## config.mk

```make
export PLATFORM = sky130hd
export DESIGN_NAME = spindle_speed_ramp_pwm
export DESIGN_NICKNAME = d
export VERILOG_FILES = /design/src/hdl/ssrp_pkg.sv /design/src/hdl/spindle_speed_ramp_pwm.sv
export SDC_FILE = /design/constraint.sdc
export NUM_CORES = 1
export LEC_CHECK = 0
export BUFFER_PORTS_ARGS = -buffer_cell sky130_fd_sc_hd__buf_2
export CORE_MARGIN = 3
export CORE_UTILIZATION = 25
export CTS_BUF_LIST = sky130_fd_sc_hd__clkbuf_8
export DETAILED_ROUTE_END_ITERATION = 7
export GPL_TIMING_DRIVEN = 0
export PLACE_DENSITY = 0.44
export SYNTH_ARGS = -nofsm -noshare
export SYNTH_HDL_FRONTEND = slang
export SYNTH_SLANG_ARGS = --single-unit
export TNS_END_PERCENT = 30
```

## constraint.sdc

```tcl
create_clock -name clk -period 7.8 [get_ports clk]
set_input_delay 0.78 -clock clk [delete_from_list [all_inputs] [get_ports clk]]
set_output_delay 0.78 -clock clk [all_outputs]
set_load 0.01 [all_outputs]
```

## src/hdl/ssrp_pkg.sv

```systemverilog
// ============================================================================
// ssrp_pkg
// Shared types and constants for the spindle speed ramp and PWM duty block.
// ============================================================================
package ssrp_pkg;

    typedef logic [15:0] speed_t;
    typedef logic [7:0]  duty_t;
    typedef logic [1:0]  action_t;

    // Item action codes
    localparam action_t ACT_TICK    = 2'd0;
    localparam action_t ACT_SET     = 2'd1;
    localparam action_t ACT_DISABLE = 2'd2;

    // Configuration register indices
    localparam logic [2:0] CFG_MAX_SPEED  = 3'd0;
    localparam logic [2:0] CFG_MIN_SPEED  = 3'd1;
    localparam logic [2:0] CFG_MAX_DUTY   = 3'd2;
    localparam logic [2:0] CFG_RAMP_STEP  = 3'd3;
    localparam logic [2:0] CFG_RAMP_INTVL = 3'd4;
    localparam logic [2:0] CFG_SLOW_START = 3'd5;

    // Register reset values
    localparam speed_t RST_MAX_SPEED  = 16'd24000;
    localparam speed_t RST_MIN_SPEED  = 16'd0;
    localparam duty_t  RST_MAX_DUTY   = 8'd255;
    localparam speed_t RST_RAMP_STEP  = 16'd1000;
    localparam duty_t  RST_RAMP_INTVL = 8'd1;

    // Full-scale duty and ticks per second
    localparam duty_t        DUTY_FULL = 8'd255;
    localparam logic [9:0]   MS_PER_S  = 10'd1000;
    localparam int           WAIT_W    = 18;

endpackage

```

## src/hdl/spindle_speed_ramp_pwm.sv

```systemverilog
// ============================================================================
// spindle_speed_ramp_pwm
// Spindle speed controller with slow-start ramp and PWM duty computation.
// ============================================================================
// Each item (millisecond tick, set speed or disable) yields one result with
// the duty, the applied speed and an at-target flag. The block takes one item
// at a time: an item passes the step and prep states, and when the applied
// speed is written it may also pass the eight-step restoring divider that
// forms rpm*255/max_speed one quotient bit per cycle. A finished result
// waits in the output register, so the next item can be taken while it is
// still stalled. The user must write configuration through
// cfg_we/cfg_index/cfg_data while idle; the block does not enforce this.
// ============================================================================
module spindle_speed_ramp_pwm
(
    input  logic                clk,
    input  logic                rst_n,
    // configuration write port
    input  logic                cfg_we,
    input  logic [2:0]          cfg_index,
    input  logic [15:0]         cfg_data,
    // item channel
    input  logic                item_valid,
    output logic                item_stall,
    input  ssrp_pkg::action_t   action,
    input  ssrp_pkg::speed_t    rpm_request,
    // result channel
    output logic                result_valid,
    input  logic                result_stall,
    output ssrp_pkg::duty_t     pwm_duty,
    output ssrp_pkg::speed_t    speed_now,
    output logic                at_target
);

    import ssrp_pkg::*;

    // Sequencer state codes
    localparam logic [2:0] ST_IDLE = 3'd0;
    localparam logic [2:0] ST_STEP = 3'd1;
    localparam logic [2:0] ST_PREP = 3'd2;
    localparam logic [2:0] ST_DIV  = 3'd3;
    localparam logic [2:0] ST_CAP  = 3'd4;
    localparam logic [2:0] ST_DONE = 3'd5;

    // Configuration registers
    speed_t max_speed_reg, min_speed_reg, ramp_step_reg;
    duty_t  max_duty_reg, ramp_intvl_reg;
    logic   slow_start_reg;

    // Block state
    speed_t            target_reg, target_next;
    speed_t            current_reg, current_next;
    duty_t             duty_reg, duty_next;
    logic [WAIT_W-1:0] wait_reg, wait_next;

    // Sequencer and working registers
    logic [2:0] state_reg, state_next;
    action_t    act_reg, act_next;
    speed_t     rpm_reg, rpm_next;
    logic       write_reg, write_next;
    speed_t     rem_reg, rem_next;
    duty_t      dbits_reg, dbits_next;
    duty_t      quot_reg, quot_next;
    logic [2:0] cnt_reg, cnt_next;

    // Output register
    logic   res_valid_reg, res_valid_next;
    duty_t  res_duty_reg, res_duty_next;
    speed_t res_speed_reg, res_speed_next;
    logic   res_at_reg, res_at_next;

    // Combinational helpers
    logic              item_xfer;
    logic              result_xfer;
    speed_t            rpm_clamped;
    speed_t            ramp_target;
    speed_t            ramp_speed;
    logic              ramp_write;
    speed_t            ramp_diff;
    logic [WAIT_W-1:0] wait_dec;
    logic [WAIT_W-1:0] wait_load;
    logic [23:0]       dividend;
    logic              quot_sat;
    logic [16:0]       trial;
    logic              trial_ge;
    duty_t             sat_duty;

    assign item_xfer   = item_valid && !item_stall;
    assign result_xfer = res_valid_reg && !result_stall;
    assign item_stall  = (state_reg != ST_IDLE);

    assign result_valid = res_valid_reg;
    assign pwm_duty     = res_duty_reg;
    assign speed_now    = res_speed_reg;
    assign at_target    = res_at_reg;

    // Configuration writes
    always_ff @(posedge clk or negedge rst_n)
    begin
        if (!rst_n)
        begin
            max_speed_reg  <= RST_MAX_SPEED;
            min_speed_reg  <= RST_MIN_SPEED;
            max_duty_reg   <= RST_MAX_DUTY;
            ramp_step_reg  <= RST_RAMP_STEP;
            ramp_intvl_reg <= RST_RAMP_INTVL;
            slow_start_reg <= 1'b1;
        end
        else if (cfg_we)
        begin
            case (cfg_index)
                CFG_MAX_SPEED:  max_speed_reg  <= cfg_data;
                CFG_MIN_SPEED:  min_speed_reg  <= cfg_data;
                CFG_MAX_DUTY:   max_duty_reg   <= cfg_data[7:0];
                CFG_RAMP_STEP:  ramp_step_reg  <= cfg_data;
                CFG_RAMP_INTVL: ramp_intvl_reg <= cfg_data[7:0];
                CFG_SLOW_START: slow_start_reg <= cfg_data[0];
                default:        ;
            endcase
        end
    end

    // Clamp the requested speed to the maximum, then raise a nonzero one to the minimum
    always_comb
    begin
        rpm_clamped = (rpm_request > max_speed_reg) ? max_speed_reg : rpm_request;
        if ((rpm_clamped != '0) && (rpm_clamped < min_speed_reg))
        begin
            rpm_clamped = min_speed_reg;
        end
    end

    // Target seen by the ramp: the new request on set speed, else the held one
    assign ramp_target = (act_reg == ACT_SET) ? rpm_reg : target_reg;

    // One ramp step from the current speed towards the target; a lower target is taken at once
    always_comb
    begin
        ramp_diff  = ramp_target - current_reg;
        ramp_speed = current_reg;
        ramp_write = 1'b0;
        if (ramp_target < current_reg)
        begin
            ramp_speed = ramp_target;
            ramp_write = 1'b1;
        end
        else if (ramp_target > current_reg)
        begin
            ramp_write = 1'b1;
            ramp_speed = (ramp_diff > ramp_step_reg) ? (current_reg + ramp_step_reg)
                                                     : ramp_target;
        end
    end

    assign wait_dec  = (wait_reg != '0) ? (wait_reg - 1'b1) : wait_reg;
    assign wait_load = WAIT_W'(ramp_intvl_reg) * WAIT_W'(MS_PER_S);

    // Duty division: dividend = rpm*255, quotient saturates at full scale
    assign dividend = {current_reg, 8'd0} - {8'd0, current_reg};
    assign quot_sat = (dividend >= {max_speed_reg, 8'd0});
    assign sat_duty = (DUTY_FULL > max_duty_reg) ? max_duty_reg : DUTY_FULL;
    assign trial    = {rem_reg, dbits_reg[7]};
    assign trial_ge = (trial >= {1'b0, max_speed_reg});

    // Sequencer
    always_comb
    begin
        state_next     = state_reg;
        act_next       = act_reg;
        rpm_next       = rpm_reg;
        write_next     = write_reg;
        target_next    = target_reg;
        current_next   = current_reg;
        duty_next      = duty_reg;
        wait_next      = wait_reg;
        rem_next       = rem_reg;
        dbits_next     = dbits_reg;
        quot_next      = quot_reg;
        cnt_next       = cnt_reg;
        res_valid_next = res_valid_reg;
        res_duty_next  = res_duty_reg;
        res_speed_next = res_speed_reg;
        res_at_next    = res_at_reg;

        // drop the result once taken
        if (result_xfer)
        begin
            res_valid_next = 1'b0;
        end

        case (state_reg)
            ST_IDLE:
            begin
                if (item_xfer)
                begin
                    act_next   = action;
                    rpm_next   = rpm_clamped;
                    state_next = ST_STEP;
                end
            end

            ST_STEP:
            begin
                write_next = 1'b0;
                case (act_reg)
                    ACT_TICK:
                    begin
                        wait_next = wait_dec;
                        if (slow_start_reg && (target_reg != current_reg)
                            && (wait_dec == '0))
                        begin
                            wait_next    = wait_load;
                            current_next = ramp_speed;
                            write_next   = ramp_write;
                        end
                    end
                    ACT_SET:
                    begin
                        target_next = rpm_reg;
                        if (slow_start_reg)
                        begin
                            current_next = ramp_speed;
                            write_next   = ramp_write;
                        end
                        else
                        begin
                            current_next = rpm_reg;
                            write_next   = 1'b1;
                        end
                    end
                    ACT_DISABLE:
                    begin
                        target_next  = '0;
                        current_next = '0;
                        write_next   = 1'b1;
                    end
                    default: ;
                endcase
                state_next = ST_PREP;
            end

            ST_PREP:
            begin
                if (!write_reg)
                begin
                    state_next = ST_DONE;
                end
                else if (current_reg == '0)
                begin
                    duty_next  = '0;
                    state_next = ST_DONE;
                end
                else if (quot_sat)
                begin
                    duty_next  = sat_duty;
                    state_next = ST_DONE;
                end
                else
                begin
                    // top bits are below the divisor, so eight steps suffice
                    rem_next   = dividend[23:8];
                    dbits_next = dividend[7:0];
                    quot_next  = '0;
                    cnt_next   = '1;
                    state_next = ST_DIV;
                end
            end

            ST_DIV:
            begin
                rem_next   = trial_ge ? 16'(trial - {1'b0, max_speed_reg}) : trial[15:0];
                dbits_next = {dbits_reg[6:0], 1'b0};
                quot_next  = {quot_reg[6:0], trial_ge};
                cnt_next   = cnt_reg - 1'b1;
                if (cnt_reg == '0)
                begin
                    state_next = ST_CAP;
                end
            end

            ST_CAP:
            begin
                duty_next  = (quot_reg > max_duty_reg) ? max_duty_reg : quot_reg;
                state_next = ST_DONE;
            end

            ST_DONE:
            begin
                // hold until the output register is free
                if (!res_valid_reg || !result_stall)
                begin
                    res_valid_next = 1'b1;
                    res_duty_next  = duty_reg;
                    res_speed_next = current_reg;
                    res_at_next    = (target_reg == current_reg);
                    state_next     = ST_IDLE;
                end
            end

            default:
            begin
                state_next = ST_IDLE;
            end
        endcase
    end

    // Control and block state
    always_ff @(posedge clk or negedge rst_n)
    begin
        if (!rst_n)
        begin
            state_reg     <= ST_IDLE;
            res_valid_reg <= 1'b0;
            target_reg    <= '0;
            current_reg   <= '0;
            duty_reg      <= '0;
            wait_reg      <= '0;
        end
        else
        begin
            state_reg     <= state_next;
            res_valid_reg <= res_valid_next;
            target_reg    <= target_next;
            current_reg   <= current_next;
            duty_reg      <= duty_next;
            wait_reg      <= wait_next;
        end
    end

    // Working and payload registers
    always_ff @(posedge clk)
    begin
        act_reg       <= act_next;
        rpm_reg       <= rpm_next;
        write_reg     <= write_next;
        rem_reg       <= rem_next;
        dbits_reg     <= dbits_next;
        quot_reg      <= quot_next;
        cnt_reg       <= cnt_next;
        res_duty_reg  <= res_duty_next;
        res_speed_reg <= res_speed_next;
        res_at_reg    <= res_at_next;
    end

endmodule

```

; Yosys cells after proc, flatten, opt, wreduce, memory -nomap -nowiden
; Index checks and enable logic that the tools add are counted.
[classes]
mul = 1
n_mux = 50
n_eq_ne = 22
n_reduce_logical = 36
order_cmp = 9
n_addsub = 6
[op_table]
columns = op, n
row1 = $mux W16, 12
row2 = $mux W8, 11
row3 = $pmux W16 S2, 2
row4 = $gt A16 B16 Y1, 3
row5 = $pmux W16 S3, 1
row6 = $pmux W8 S2, 3
row7 = $mux W18, 2
row8 = $lt A16 B16 Y1, 2
row9 = $sub A16 B16 Y16, 2
row10 = $mux W3, 9
row11 = $ge A24 B24 Y1, 1
row12 = $sub A24 B16 Y24, 1
row13 = $reduce_and A2 Y1, 10
row14 = $logic_not A18 Y1, 1
row15 = $pmux W3 S6, 1
row16 = $reduce_bool A18 Y1, 1
row17 = $sub A18 B1 Y18 const B, 1
row18 = $ge A17 B16 Y1, 1
row19 = $add A16 B16 Y16, 1
row20 = $eq A16 B16 Y1, 1
row21 = $logic_not A16 Y1, 1
row22 = $ne A16 B16 Y1, 1
row23 = $reduce_bool A16 Y1, 1
row24 = $mul A8 B7 Y15 const B, 1
row25 = other kinds (22), 54
[totals]
regBits = 206
inputBits = 42
out_inout_bits = 27
word_cells = 146

; Depth between registers and ports, before layout
; Gate-level depths: netlist of the first run.
[depth]
depth_word = 9
depth_mapped = 26
mapped_depth_nobuf = 23

; Least setup slack after synthesis of the first run
; OpenSTA, ideal clock, no wires.
[synth_path]
kind = reg-to-reg
start = register current_reg[8]
end = register cnt_reg[0], enable pin
slack_ns = 1.927
arrival_ns = 5.434
stages_incl_launch_ff = 20
t_required_ns = 7.361
setup_time_ns = 0.439
path_buffers = 0
period_less_slack_ns = 5.873
cell_sequence = dfrtp_1 > inv_1 > ha_1 > or3b_2 > o41ai_1 > a21oi_1 > o21ai_0 > o21a_1 > nor2_1 > o21ai_0 > xnor2_1 > ha_1 > a21o_1 > a21o_1 > a21o_1 > a21oi_1 > o21ai_0 > o21ai_1 > nand3_1 > a21oi_1
[synth_between]
elab_chain_cells = 4
word_cells_on_any_way = 6
cone_classes = 1 x add/sub / 1 x order compare / 2 x eq/ne / 2 x reduce/logical
[synth_lines]
columns = element, line
row1 = from (decl), spindle_speed_ramp_pwm.sv:52  ; speed_t current_reg, current_next;
row2 = from (signal assigned), spindle_speed_ramp_pwm.sv:324  ; current_reg <= current_next;
row3 = $sub A24 B16 Y24, spindle_speed_ramp_pwm.sv:159  ; assign dividend = {current_reg, 8'd0} - {8'd0, current_reg};
row4 = $ge A24 B24 Y1, spindle_speed_ramp_pwm.sv:160  ; assign quot_sat = (dividend >= {max_speed_reg, 8'd0});
row5 = $ne A2 B2 Y1 (no line), --
row6 = $reduce_and A4 Y1 (no line) (*), --
row7 = to (signal assigned), spindle_speed_ramp_pwm.sv:339  ; cnt_reg <= cnt_next;
row8 = to (decl), spindle_speed_ramp_pwm.sv:64  ; logic [2:0] cnt_reg, cnt_next;
; Every way passes the cells marked *; elsewhere a longest branch is shown, timed or not.
; A chain may end at the register's enable or synchronous reset.

; Final worst setup path of the first run
[layout_path]
start = register act_reg[1]
end = register current_reg[13]
[layout_between]
elab_chain_cells = 9
word_cells_on_any_way = 17
cone_classes = 1 x add/sub / 3 x order compare / 3 x eq/ne / 7 x mux / 3 x reduce/logical
[layout_lines]
columns = element, line
row1 = from (decl), spindle_speed_ramp_pwm.sv:58  ; action_t act_reg, act_next;
row2 = from (signal assigned), spindle_speed_ramp_pwm.sv:333  ; act_reg <= act_next;
row3 = $eq A2 B1 Y1, "spindle_speed_ramp_pwm.sv:134, spindle_speed_ramp_pwm.sv:205"
row4 = $mux W16, spindle_speed_ramp_pwm.sv:134  ; assign ramp_target = (act_reg == ACT_SET) ? rpm_reg : target_reg;
row5 = $sub A16 B16 Y16, spindle_speed_ramp_pwm.sv:139  ; ramp_diff = ramp_target - current_reg;
row6 = $gt A16 B16 Y1, spindle_speed_ramp_pwm.sv:150  ; ramp_speed = (ramp_diff > ramp_step_reg) ? (current_reg + ramp_step_reg)
row7 = $mux W16, spindle_speed_ramp_pwm.sv:150
row8 = $mux W16, spindle_speed_ramp_pwm.sv:147  ; else if (ramp_target > current_reg)
row9 = $mux W16, spindle_speed_ramp_pwm.sv:142  ; if (ramp_target < current_reg)
row10 = $mux W16 (on tied branches), "spindle_speed_ramp_pwm.sv:220, spindle_speed_ramp_pwm.sv:209"
row11 = $pmux W16 S3, spindle_speed_ramp_pwm.sv:205  ; case (act_reg)
; Several ways; a longest one is shown, not always the timed one. The select of a mux whose other input is x is not followed.

==> impl_metrics.json, run 1 <==
{
  "synthDominantCellAreaShare_pct": 16.7,
  "hpwl_um": 41500,
  "synthXorXnorAreaFrac_pct": 4.56,
  "cp-end-kind": "flip-flop",
  "synth_top_family_by_area": "compound AO/OA/AOI/OAI gates",
  "synth_compound_gate_area_share_pct": 17.6,
  "tightest_slew_ps": 1170,
  "cpMostUsedCell": "ha_1",
  "finalSetupTns_ps": 0,
  "stdcell_count": 2617,
  "arrival_ps": 7480,
  "track_usage_pct": 16.0,
  "grt_pass1_wl_um": 80400,
  "ios": 69,
  "tritoncts": "yes",
  "vias_per_cell": 4.89,
  "largest_reg_flops": 18,
  "crit_family": "compound AO/OA/AOI/OAI gates",
  "synth_nets": 1878,
  "ys.flop_type": "dfrtp_1",
  "cts_root_buf": "clkbuf_8",
  "post-route-min-period_ps": 6940,
  "ys_async_sr_fraction_pct": 61.7,
  "start_util_pct": 25.5,
  "yosys.area_share.simple_pct": 13.7,
  "p_comb_share_pct": 64.3,
  "cp_num_buf_inv": 5,
  "yosysTopAreaCell": "dfrtp_1",
  "placed_cells_incl_taps": 2540,
  "numPortBuffers": 68,
  "ys_warn_count": 0,
  "switching_share_pct": 48.1,
  "area_growth_pct": 15.4,
  "grt-ovfl-total": 0,
  "fin_skew_ps": 31.8,
  "wl_per_cell_um": 20.2,
  "ant_nets": 0,
  "fmax_ghz": 0.144,
  "core-area_mm2": 0.0610,
  "p_sw_mw": 4.29,
  "synthDistinctLibCells": 82,
  "critPathKind": "flip-flop to flip-flop",
  "wl_um": 52900,
  "rsz0062_at_grt": "no",
  "drt-pass1-iter-count": 6,
  "numCtsBuffers": 41,
  "ys_seq_area_share_pct": 35.8,
  "rows": 90,
  "cts_resized": 0,
  "post-route-util_pct": 29.4,
  "ir_worst_vdd_v": 0.000200,
  "critPathSlowestCell": "clkbuf_1",
  "crit_path_max_fanout": 10,
  "synthMuxAreaShare_pct": 6.58,
  "clk_latency_ps": 620,
  "min_period_over_period_pct": 88.9,
  "grt_max_degree": 71,
  "p_leak_nw": 7.81,
  "reg2regPathDepth": 26,
  "setup_viol": 0,
  "hp-class": "input port to async pin",
  "clockBufferDepth": 3,
  "syn_avg_cell_area_um2": 9.51,
  "cp.depth": 26,
  "ys_seq_elements": 206,
  "synth_common_cells": "ha_1, nand2_1, o21ai_0",
  "die_area_mm2": 0.0653,
  "finalMaxSlewViolations": 0,
  "required_ps": 8340,
  "clkTransAtPathRegs_ps": 60,
  "critPathLaunchType": "flip-flop",
  "slew_headroom_pct": 21.3,
  "synth-edff-count": 79,
  "htree_levels": 2,
  "outcome": "completed",
  "ys_top_cells_by_area": "dfrtp_1, edfxtp_1, ha_1",
  "cts_num_sinks": 206,
  "syn-cell-area_mm2": 0.0156,
  "cap_viol_max_count": 0,
  "postCtsHoldBufs": 0,
  "p_int_mw": 4.64,
  "fin_nets": 1995,
  "netlist_instances": 1638,
  "die_h_um": 256,
  "grt_pass1_vias": 12800,
  "cts_setup_buffers": 0,
  "clkPwrFrac_pct": 13.3,
  "routed-via-count": 12800,
  "max_stage_delay_ps": 500,
  "drt_iter0_markers": 901,
  "drive_above_1_share_pct": 15.2,
  "die_w_um": 256,
  "finalHoldViolCount": 0,
  "place.gp.congestion": 0.909,
  "synth_fa_ha_area_share_pct": 17.1,
  "seqPwrFrac_pct": 22.5,
  "powerDensity_mw_per_mm2": 497,
  "antenna_found_initial": 1,
  "post-synth-top-count-cell": "ha_1",
  "drc": 0
}
kinds of logic after synthesis:
group / Yosys count
adder cells (fa/ha/maj): 198
AO/OA/AOI/OAI: 432
AND/OR/NAND/NOR: 440
XOR/XNOR: 81
flip-flops: 206
multiplexers: 93
buffers and inverters: 188
path summary, 6_finish.rpt:
kind / from / to / slack (ps)
max in group asynchronous: rst_n / ramp_intvl_reg[0] / 6790
min reg2reg: duty_reg[3] / pwm_duty[3] / 440
max: act_reg[1] / current_reg[13] / 860
min: rst_n / duty_reg[2] / 140
min in group clk: action[1] / act_reg[1] / 370
max reg2reg: act_reg[1] / current_reg[13] / 860
through the flow:
stage / worst slack, ps / power (mW) / area, um^2 / hold WS (ps)
after floorplan: 1930 / 6.03 / 15600 / 418
after global placement: -80.4 / 7.62 / 16900 / 431
after detailed placement: 451 / 7.70 / 17100 / 433
after CTS: 369 / 8.97 / 18000 / 166
after global routing: 188 / 9.78 / 18000 / 167
final: 863 / 8.92 / 18000 / 143
metal layers:
metal | track usage, % | up-vias | wire, um
met5 | 0 | - | 0
met4 | 6.27 | 0 | 1860
met3 | 2.57 | 81 | 2790
met2 | 24.9 | 344 | 23200
met1 | 22.3 | 6201 | 25100
li1 | - | 6183 | -
layout by cell type (no fill, tap or decap), types with 42 or more instances in the layout:
cell type	synthesis	routed
a21o_1	43	43
a21oi_1	104	102
buf_2	5	72
clkbuf_1	48	47
clkbuf_8	0	50
dfrtp_1	104	104
edfxtp_1	79	79
ha_1	173	173
inv_1	131	144
mux2_2	74	74
nand2_1	162	162
nor2_1	91	90
o21ai_0	140	140
xnor2_1	42	42
area by class of cell:
type                            count  area [um^2]
Antenna cell                        1         2.50
Buffer                             56          225
Clock buffer                       50          688
Clock inverter                     26          173
Fill cell                        6509        43100
Inverter                          132          495
Multi-Input combinational cell   1244         9310
Sequential cell                   206         5580
Tap cell                          828         1040
Timing Repair Buffer               74          455
worst register-to-register path, cell delays in order (launching register included):
cell       delay, ps
edfxtp_1         450
inv_1            110
ha_1             140
clkbuf_1         450
clkbuf_2         420
mux2_2           440
ha_1             300
nor2b_1          130
o21a_1           170
o21ai_0          380
a211oi_1         200
o2111ai_1        290
a31oi_1          190
a21o_1           210
a21oi_1          200
xnor2_1           90
ha_1             300
nand2_1           80
nor4_1           360
inv_1             90
nor3_1           270
a31oi_2          160
nand2b_1         310
clkbuf_1         500
nor2_1           110
a2111oi_0        380
a21o_1           140
power by group through the flow:
stage | Clock [mW] | Sequential (mW) | Combinational (mW)
after floorplan | 0 | 1.85 | 4.19
after global placement | 0 | 2.03 | 5.59
after detailed placement | 0 | 2.02 | 5.68
after CTS | 1.23 | 2.01 | 5.73
after global routing | 1.28 | 2.05 | 6.46
final | 1.18 | 2.00 | 5.74
(Power assumes the default switching activity.)
==> run 2: changes to the inputs <==
--- a/config.mk
+++ b/config.mk
@@ -5,6 +5,7 @@
 export SDC_FILE = /design/constraint.sdc
 export NUM_CORES = 1
 export LEC_CHECK = 0
+export ABC_AREA = 1
 export BUFFER_PORTS_ARGS = -buffer_cell sky130_fd_sc_hd__buf_2
 export CORE_MARGIN = 3
 export CORE_UTILIZATION = 25
==> impl_metrics.json, run 2 <==
{
  "ys.flop_type": "dfrtp_1",
  "hp-class": "input port to async pin",
  "powerDensity_mw_per_mm2": 493,
  "netlist_instances": 2091,
  "ys_warn_count": 0,
  "place.gp.congestion": 0.908,
  "tritoncts": "yes",
  "clkTransAtPathRegs_ps": 70,
  "clk_latency_ps": 620,
  "ys_top_cells_by_area": "dfrtp_1, edfxtp_1, ha_1",
  "ios": 69,
  "hpwl_um": 44000,
  "setup_ws_ps": 1320,
  "htree_levels": 2,
  "ant_nets": 0,
  "ys_seq_area_share_pct": 34.6,
  "timing.rr.end": "current_reg[0]",
  "cpMostUsedCell": "nand2_1",
  "wl_per_cell_um": 18.0,
  "min_period_over_period_pct": 83.1,
  "synthDistinctLibCells": 55,
  "wl_um": 55500,
  "slew_headroom_pct": 36.3,
  "fin_nets": 2447,
  "largest_reg_flops": 18,
  "synthMuxAreaShare_pct": 0,
  "yosysTopAreaCell": "dfrtp_1",
  "pre_cts_ws_ps": 1410,
  "seqPwrFrac_pct": 21.7,
  "p_comb_share_pct": 65.5,
  "rsz0062_at_grt": "no",
  "post-synth-top-count-cell": "nand2_1",
  "rrSetupSlack_ps": 1320,
  "finalHoldViolCount": 0,
  "ir_worst_vdd_v": 0.000146,
  "synth-edff-count": 79,
  "area_growth_pct": 14.6,
  "finalSetupTns_ps": 0,
  "tightest_slew_ps": 948,
  "finalMaxSlewViolations": 0,
  "post-route-cell-area_mm2": 0.0185,
  "ys_seq_elements": 206,
  "syn_avg_cell_area_um2": 7.72,
  "yosys.area_share.simple_pct": 21.8,
  "post-route-util_pct": 29.2,
  "critPathSlowestCell": "nor3_1",
  "cts_resized": 0,
  "p_leak_nw": 9.03,
  "numPortBuffers": 68,
  "cts_num_sinks": 206,
  "crit_path_max_fanout": 10,
  "fillers": 6860,
  "cp-end-kind": "flip-flop",
  "die_area_mm2": 0.0676,
  "grt-ovfl-total": 0,
  "p_int_mw": 4.38,
  "switching_share_pct": 52.0,
  "crit_start": "act_reg[1]",
  "critPathLaunchType": "flip-flop",
  "placed_cells_incl_taps": 3009,
  "die_h_um": 260,
  "p_sw_mw": 4.74,
  "die_w_um": 260,
  "cap_viol_max_count": 0,
  "stdcell_count": 3088,
  "synth_compound_gate_area_share_pct": 13.9,
  "routed-via-count": 14500,
  "vias_per_cell": 4.71,
  "reg2regPathDepth": 33,
  "antenna_found_initial": 6,
  "holdWs_ps": 256,
  "drc": 0,
  "synthXorXnorAreaFrac_pct": 4.78,
  "rows": 92,
  "drt-pass1-iter-count": 5,
  "numCtsBuffers": 42,
  "post-route-min-period_ps": 6480,
  "synthDominantCellAreaShare_pct": 16.1,
  "placed_area_mm2": 0.0176,
  "cts_setup_buffers": 0,
  "synth_common_cells": "nand2_1, inv_1, o21ai_0",
  "fin_skew_ps": 75.3,
  "synth_fa_ha_area_share_pct": 16.5,
  "syn-cell-area_mm2": 0.0161,
  "cts_root_buf": "clkbuf_8",
  "final_common_cell": "nand2_1",
  "max_stage_delay_ps": 520,
  "outcome": "completed",
  "postCtsHoldBufs": 0,
  "drive_above_1_share_pct": 9.42,
  "drt_iter0_markers": 1033,
  "fmax_ghz": 0.154,
  "total_power_mw": 9.12,
  "grt_pass1_wl_um": 84700,
  "synth_nets": 2331,
  "grt_pass1_vias": 14300,
  "clockBufferDepth": 3,
  "arrival_ps": 6980,
  "clkPwrFrac_pct": 12.8,
  "layout_common_cells": "nand2_1, inv_1, o21ai_0, ha_1, a21oi_1",
  "ys_async_sr_fraction_pct": 61.7,
  "r2r_start": "act_reg[1]",
  "critPathKind": "flip-flop to flip-flop",
  "core-area_mm2": 0.0634,
  "required_ps": 8300,
  "synth_top_family_by_area": "simple AND/OR/NAND/NOR gates",
  "setup_viol": 0,
  "grt_max_degree": 77,
  "start_util_pct": 25.4,
  "track_usage_pct": 16.3
}
## run 2: cell types whose count changed after synthesis, sizes merged, moves of 18 or more
cell,previous run,this run
inv,131,294
nand2,162,560
mux2i,18,0
o21a,25,3
a21o,43,10
xor2,39,66
nand3,22,96
o21ai,142,222
xnor2,42,22
nor2,91,117
mux2,75,0
a21oi,105,124
## run 2: how the worst max path moves through the flow
stage / endpoint / cells past startpoint
after floorplan: current_reg[6] / 33
after global placement: current_reg[4] / 31
after detailed placement: current_reg[0] / 33
after CTS: current_reg[4] / 32
after global routing: current_reg[4] / 32
final: current_reg[0] / 33
## run 2: final cells by class
cell class                      instances  area, um^2  area share (%)
Sequential cell                       206        5580            30.2
Antenna cell                            1        2.50          0.0135
Clock buffer                           45         619            3.35
Clock inverter                         33         238            1.29
Buffer                                 54         254            1.37
Inverter                              295        1110            5.99
Multi-Input combinational cell       1536        9200            49.8
Timing Repair Buffer                   72         432            2.33
Tap cell                              846        1060            5.72
## run 2: cell families (layout without fill, tap and decap cells)
family                     after synthesis  after routing
xor gates and xnor gates                88             88
other                                    0              1
AOI/OAI and AO/OA                      411            411
and+or+nand+nor                        839            839
DFF                                    206            206
buffers and inverters                  349            499
adders and majority gates              198            198
## run 2: critical path: cells and delay by family (launching register included)
kind,cells,cell delay [ps]
and+or+nand+nor,15,1910
buffers and inverters,6,1390
DFF,1,410
adders and majority gates,3,850
AOI/OAI and AO/OA,9,1850
## run 2: metal layers
| metal | GRT usage (%) | routed length (um) |
|---|---|---|
| met5 | 0 | 0 |
| met2 | 25.0 | 23800 |
| met1 | 23.8 | 27200 |
| met4 | 4.66 | 1360 |
| met3 | 2.40 | 3090 |
## run 2: power groups by stage
| stage | sequential [mW] | combinational, mW | clock (mW) |
|---|---|---|---|
| after CTS | 1.98 | 5.95 | 1.21 |
| after detailed placement | 1.99 | 5.90 | 0 |
| final | 1.98 | 5.97 | 1.17 |
| after global routing | 2.02 | 6.84 | 1.26 |
| after floorplan | 1.84 | 4.36 | 0 |
| after global placement | 2.00 | 5.84 | 0 |
==> run 3: changes to the inputs <==
--- a/config.mk
+++ b/config.mk
@@ -5,7 +5,7 @@
 export SDC_FILE = /design/constraint.sdc
 export NUM_CORES = 1
 export LEC_CHECK = 0
-export ABC_AREA = 1
+export ABC_AREA = 0
 export BUFFER_PORTS_ARGS = -buffer_cell sky130_fd_sc_hd__buf_2
 export CORE_MARGIN = 3
 export CORE_UTILIZATION = 25
==> constraint.sdc (replaced) <==
create_clock -name clk -period 6.18 [get_ports clk]
set_input_delay 0.618 -clock clk [delete_from_list [all_inputs] [get_ports clk]]
set_output_delay 0.618 -clock clk [all_outputs]
set_load 0.01 [all_outputs]
==> impl_metrics.json, run 3 (synthesis gave the netlist of run 1 again) <==
{
  "cap_viol_max_count": 0,
  "die_h_um": 256,
  "critPathSlowestCell": "dfstp_2",
  "min_period_over_period_pct": 93.8,
  "htree_levels": 2,
  "cp-end-kind": "flip-flop",
  "ios": 69,
  "finalHoldViolCount": 4,
  "postCtsHoldBufs": 0,
  "p_leak_nw": 7.83,
  "numCtsBuffers": 41,
  "post-route-cell-area_mm2": 0.0180,
  "finalMaxSlewViolations": 0,
  "powerDensity_mw_per_mm2": 629,
  "track_usage_pct": 16.0,
  "grt-ovfl-total": 0,
  "worstPathCellList": "inv_1 > ha_1 > and4_1 > nand3_1 > a21oi_1 > a211oi_1 > nor2_1 > clkbuf_1 > mux2_2 > ha_1 > nand4_1 > or2_2 > nor2_1 > o211ai_1 > a31oi_1 > or3_1 > clkbuf_1 > clkbuf_2 > mux2_2",
  "grt_pass1_wl_um": 80400,
  "drt_iter0_markers": 931,
  "cts_root_buf": "clkbuf_8",
  "fin_skew_ps": 30.5,
  "place.gp.congestion": 0.909,
  "tightest_slew_ps": 1120,
  "drc": 0,
  "numPortBuffers": 68,
  "post-route-util_pct": 29.6,
  "post-route-min-period_ps": 5790,
  "tritoncts": "yes",
  "vias_per_cell": 4.92,
  "hp-class": "input port to async pin",
  "fmax_ghz": 0.173,
  "clk_latency_ps": 630,
  "rows": 90,
  "routed-via-count": 12900,
  "required_ps": 6530,
  "critPathLaunchType": "flip-flop",
  "violations": "negative hold slack",
  "holdWs_ps": -16.3,
  "final_common_cell": "ha_1",
  "layout_common_cells": "ha_1, nand2_1, inv_1, o21ai_0, dfrtp_1",
  "grt_pass1_vias": 12800,
  "critPathKind": "flip-flop to flip-flop",
  "largest_reg_flops": 18,
  "clkTransAtPathRegs_ps": 70,
  "arrival_ps": 6140,
  "core-area_mm2": 0.0610,
  "slew_headroom_pct": 24.9,
  "ant_nets": 0,
  "drt-pass1-iter-count": 6,
  "cts_num_sinks": 206,
  "die_w_um": 256,
  "placed_area_mm2": 0.0171,
  "wl_per_cell_um": 20.3,
  "crit_path_max_fanout": 10,
  "grt_max_degree": 71,
  "rsz0062_at_grt": "no",
  "wl_um": 53100,
  "antenna_found_initial": 1,
  "outcome": "finished, violations left",
  "setup_viol": 0,
  "drive_above_1_share_pct": 16.0,
  "die_area_mm2": 0.0653,
  "fillers": 6507,
  "start_util_pct": 25.5,
  "ir_worst_vdd_v": 0.000252,
  "max_stage_delay_ps": 550,
  "hpwl_um": 41500,
  "fin_nets": 1994,
  "area_growth_pct": 15.9,
  "clockBufferDepth": 3
}
[run 3: cell types whose count changed in the layout (fill, tap and decap cells not counted), moves of 16 or more]
cell | before | now
a21o_1 | 10 | 43
a21oi_1 | 121 | 102
inv_1 | 308 | 144
mux2_2 | 0 | 74
mux2i_1 | 0 | 18
nand2_1 | 552 | 162
nand3_1 | 95 | 22
nor2_1 | 106 | 90
o21a_1 | 3 | 25
o21ai_0 | 178 | 139
o21ai_1 | 40 | 2
xnor2_1 | 22 | 42
xor2_1 | 66 | 39
[run 3: worst paths after layout]
kind                                  start                 to  slack, ps  cells past startpoint
hold / removal                        rst_n        duty_reg[2]        -20                      1
setup reg to reg           max_speed_reg[6]         rpm_reg[9]        390                     19
min in group clk                  action[0]         act_reg[0]        210                      1
hold reg to reg                 duty_reg[3]        pwm_duty[3]        440                      0
setup / recovery           max_speed_reg[6]         rpm_reg[9]        390                     19
max in group asynchronous             rst_n  ramp_intvl_reg[0]       5340                      2
[run 3: area by class of cell]
cell class                      count  area (um^2)  area share, %
Multi-Input combinational cell   1244         9380           52.0
Clock buffer                       50          688           3.81
Inverter                          132          495           2.75
Tap cell                          828         1040           5.74
Buffer                             55          238           1.32
Timing Repair Buffer               74          455           2.52
Clock inverter                     26          173          0.957
Sequential cell                   206         5580           30.9
Antenna cell                        1         2.50         0.0139
[run 3: worst max-delay path: cells and delay by family, from the launching register on]
family | cells | cell delay, ps
AO/OA/AOI/OAI | 4 | 500
AND/OR/NAND/NOR | 7 | 1620
buffers and inverters | 4 | 1330
multiplexers | 2 | 880
adder cells (fa/ha/maj) | 2 | 650
flip-flops | 1 | 550
[run 3: through the flow]
step,cells,power (mW),setup WS (ps),TNS [ps]
2_1_floorplan,1638,7.62,307,0
3_3_place_gp,2534,9.61,-1700,-73190
3_5_place_dp,2540,9.72,-1170,-14950
4_1_cts,2615,11.4,52.4,0
5_1_grt,2616,12.4,39.9,0
6_report,2616,11.4,385,0
[run 3: where the power goes]
part	leakage (nW)	internal [mW]	total, mW	switching [mW]
clock	0.495	0.821	1.50	0.674
combinational	5.09	3.05	7.32	4.27
sequential	2.25	2.02	2.53	0.510
total	7.83	5.90	11.4	5.46
[run 3: repair_timing]
| action | CTS | global route |
|---|---|---|
| pin swaps | 0 | 1 |
| buffers inserted | 0 | 0 |
| resized for setup | 11 | 13 |
| endpoints found under the setup margin | 16 | 30 |
| gates cloned | 0 | 0 |
[run 3: routing by layer]
metal / part of all wire [%] / global-route usage (%)
met2: 44 / 24.9
met1: 48 / 22.4
met5: 0 / 0
met3: 4.8 / 2.48
met4: 3.5 / 6.24
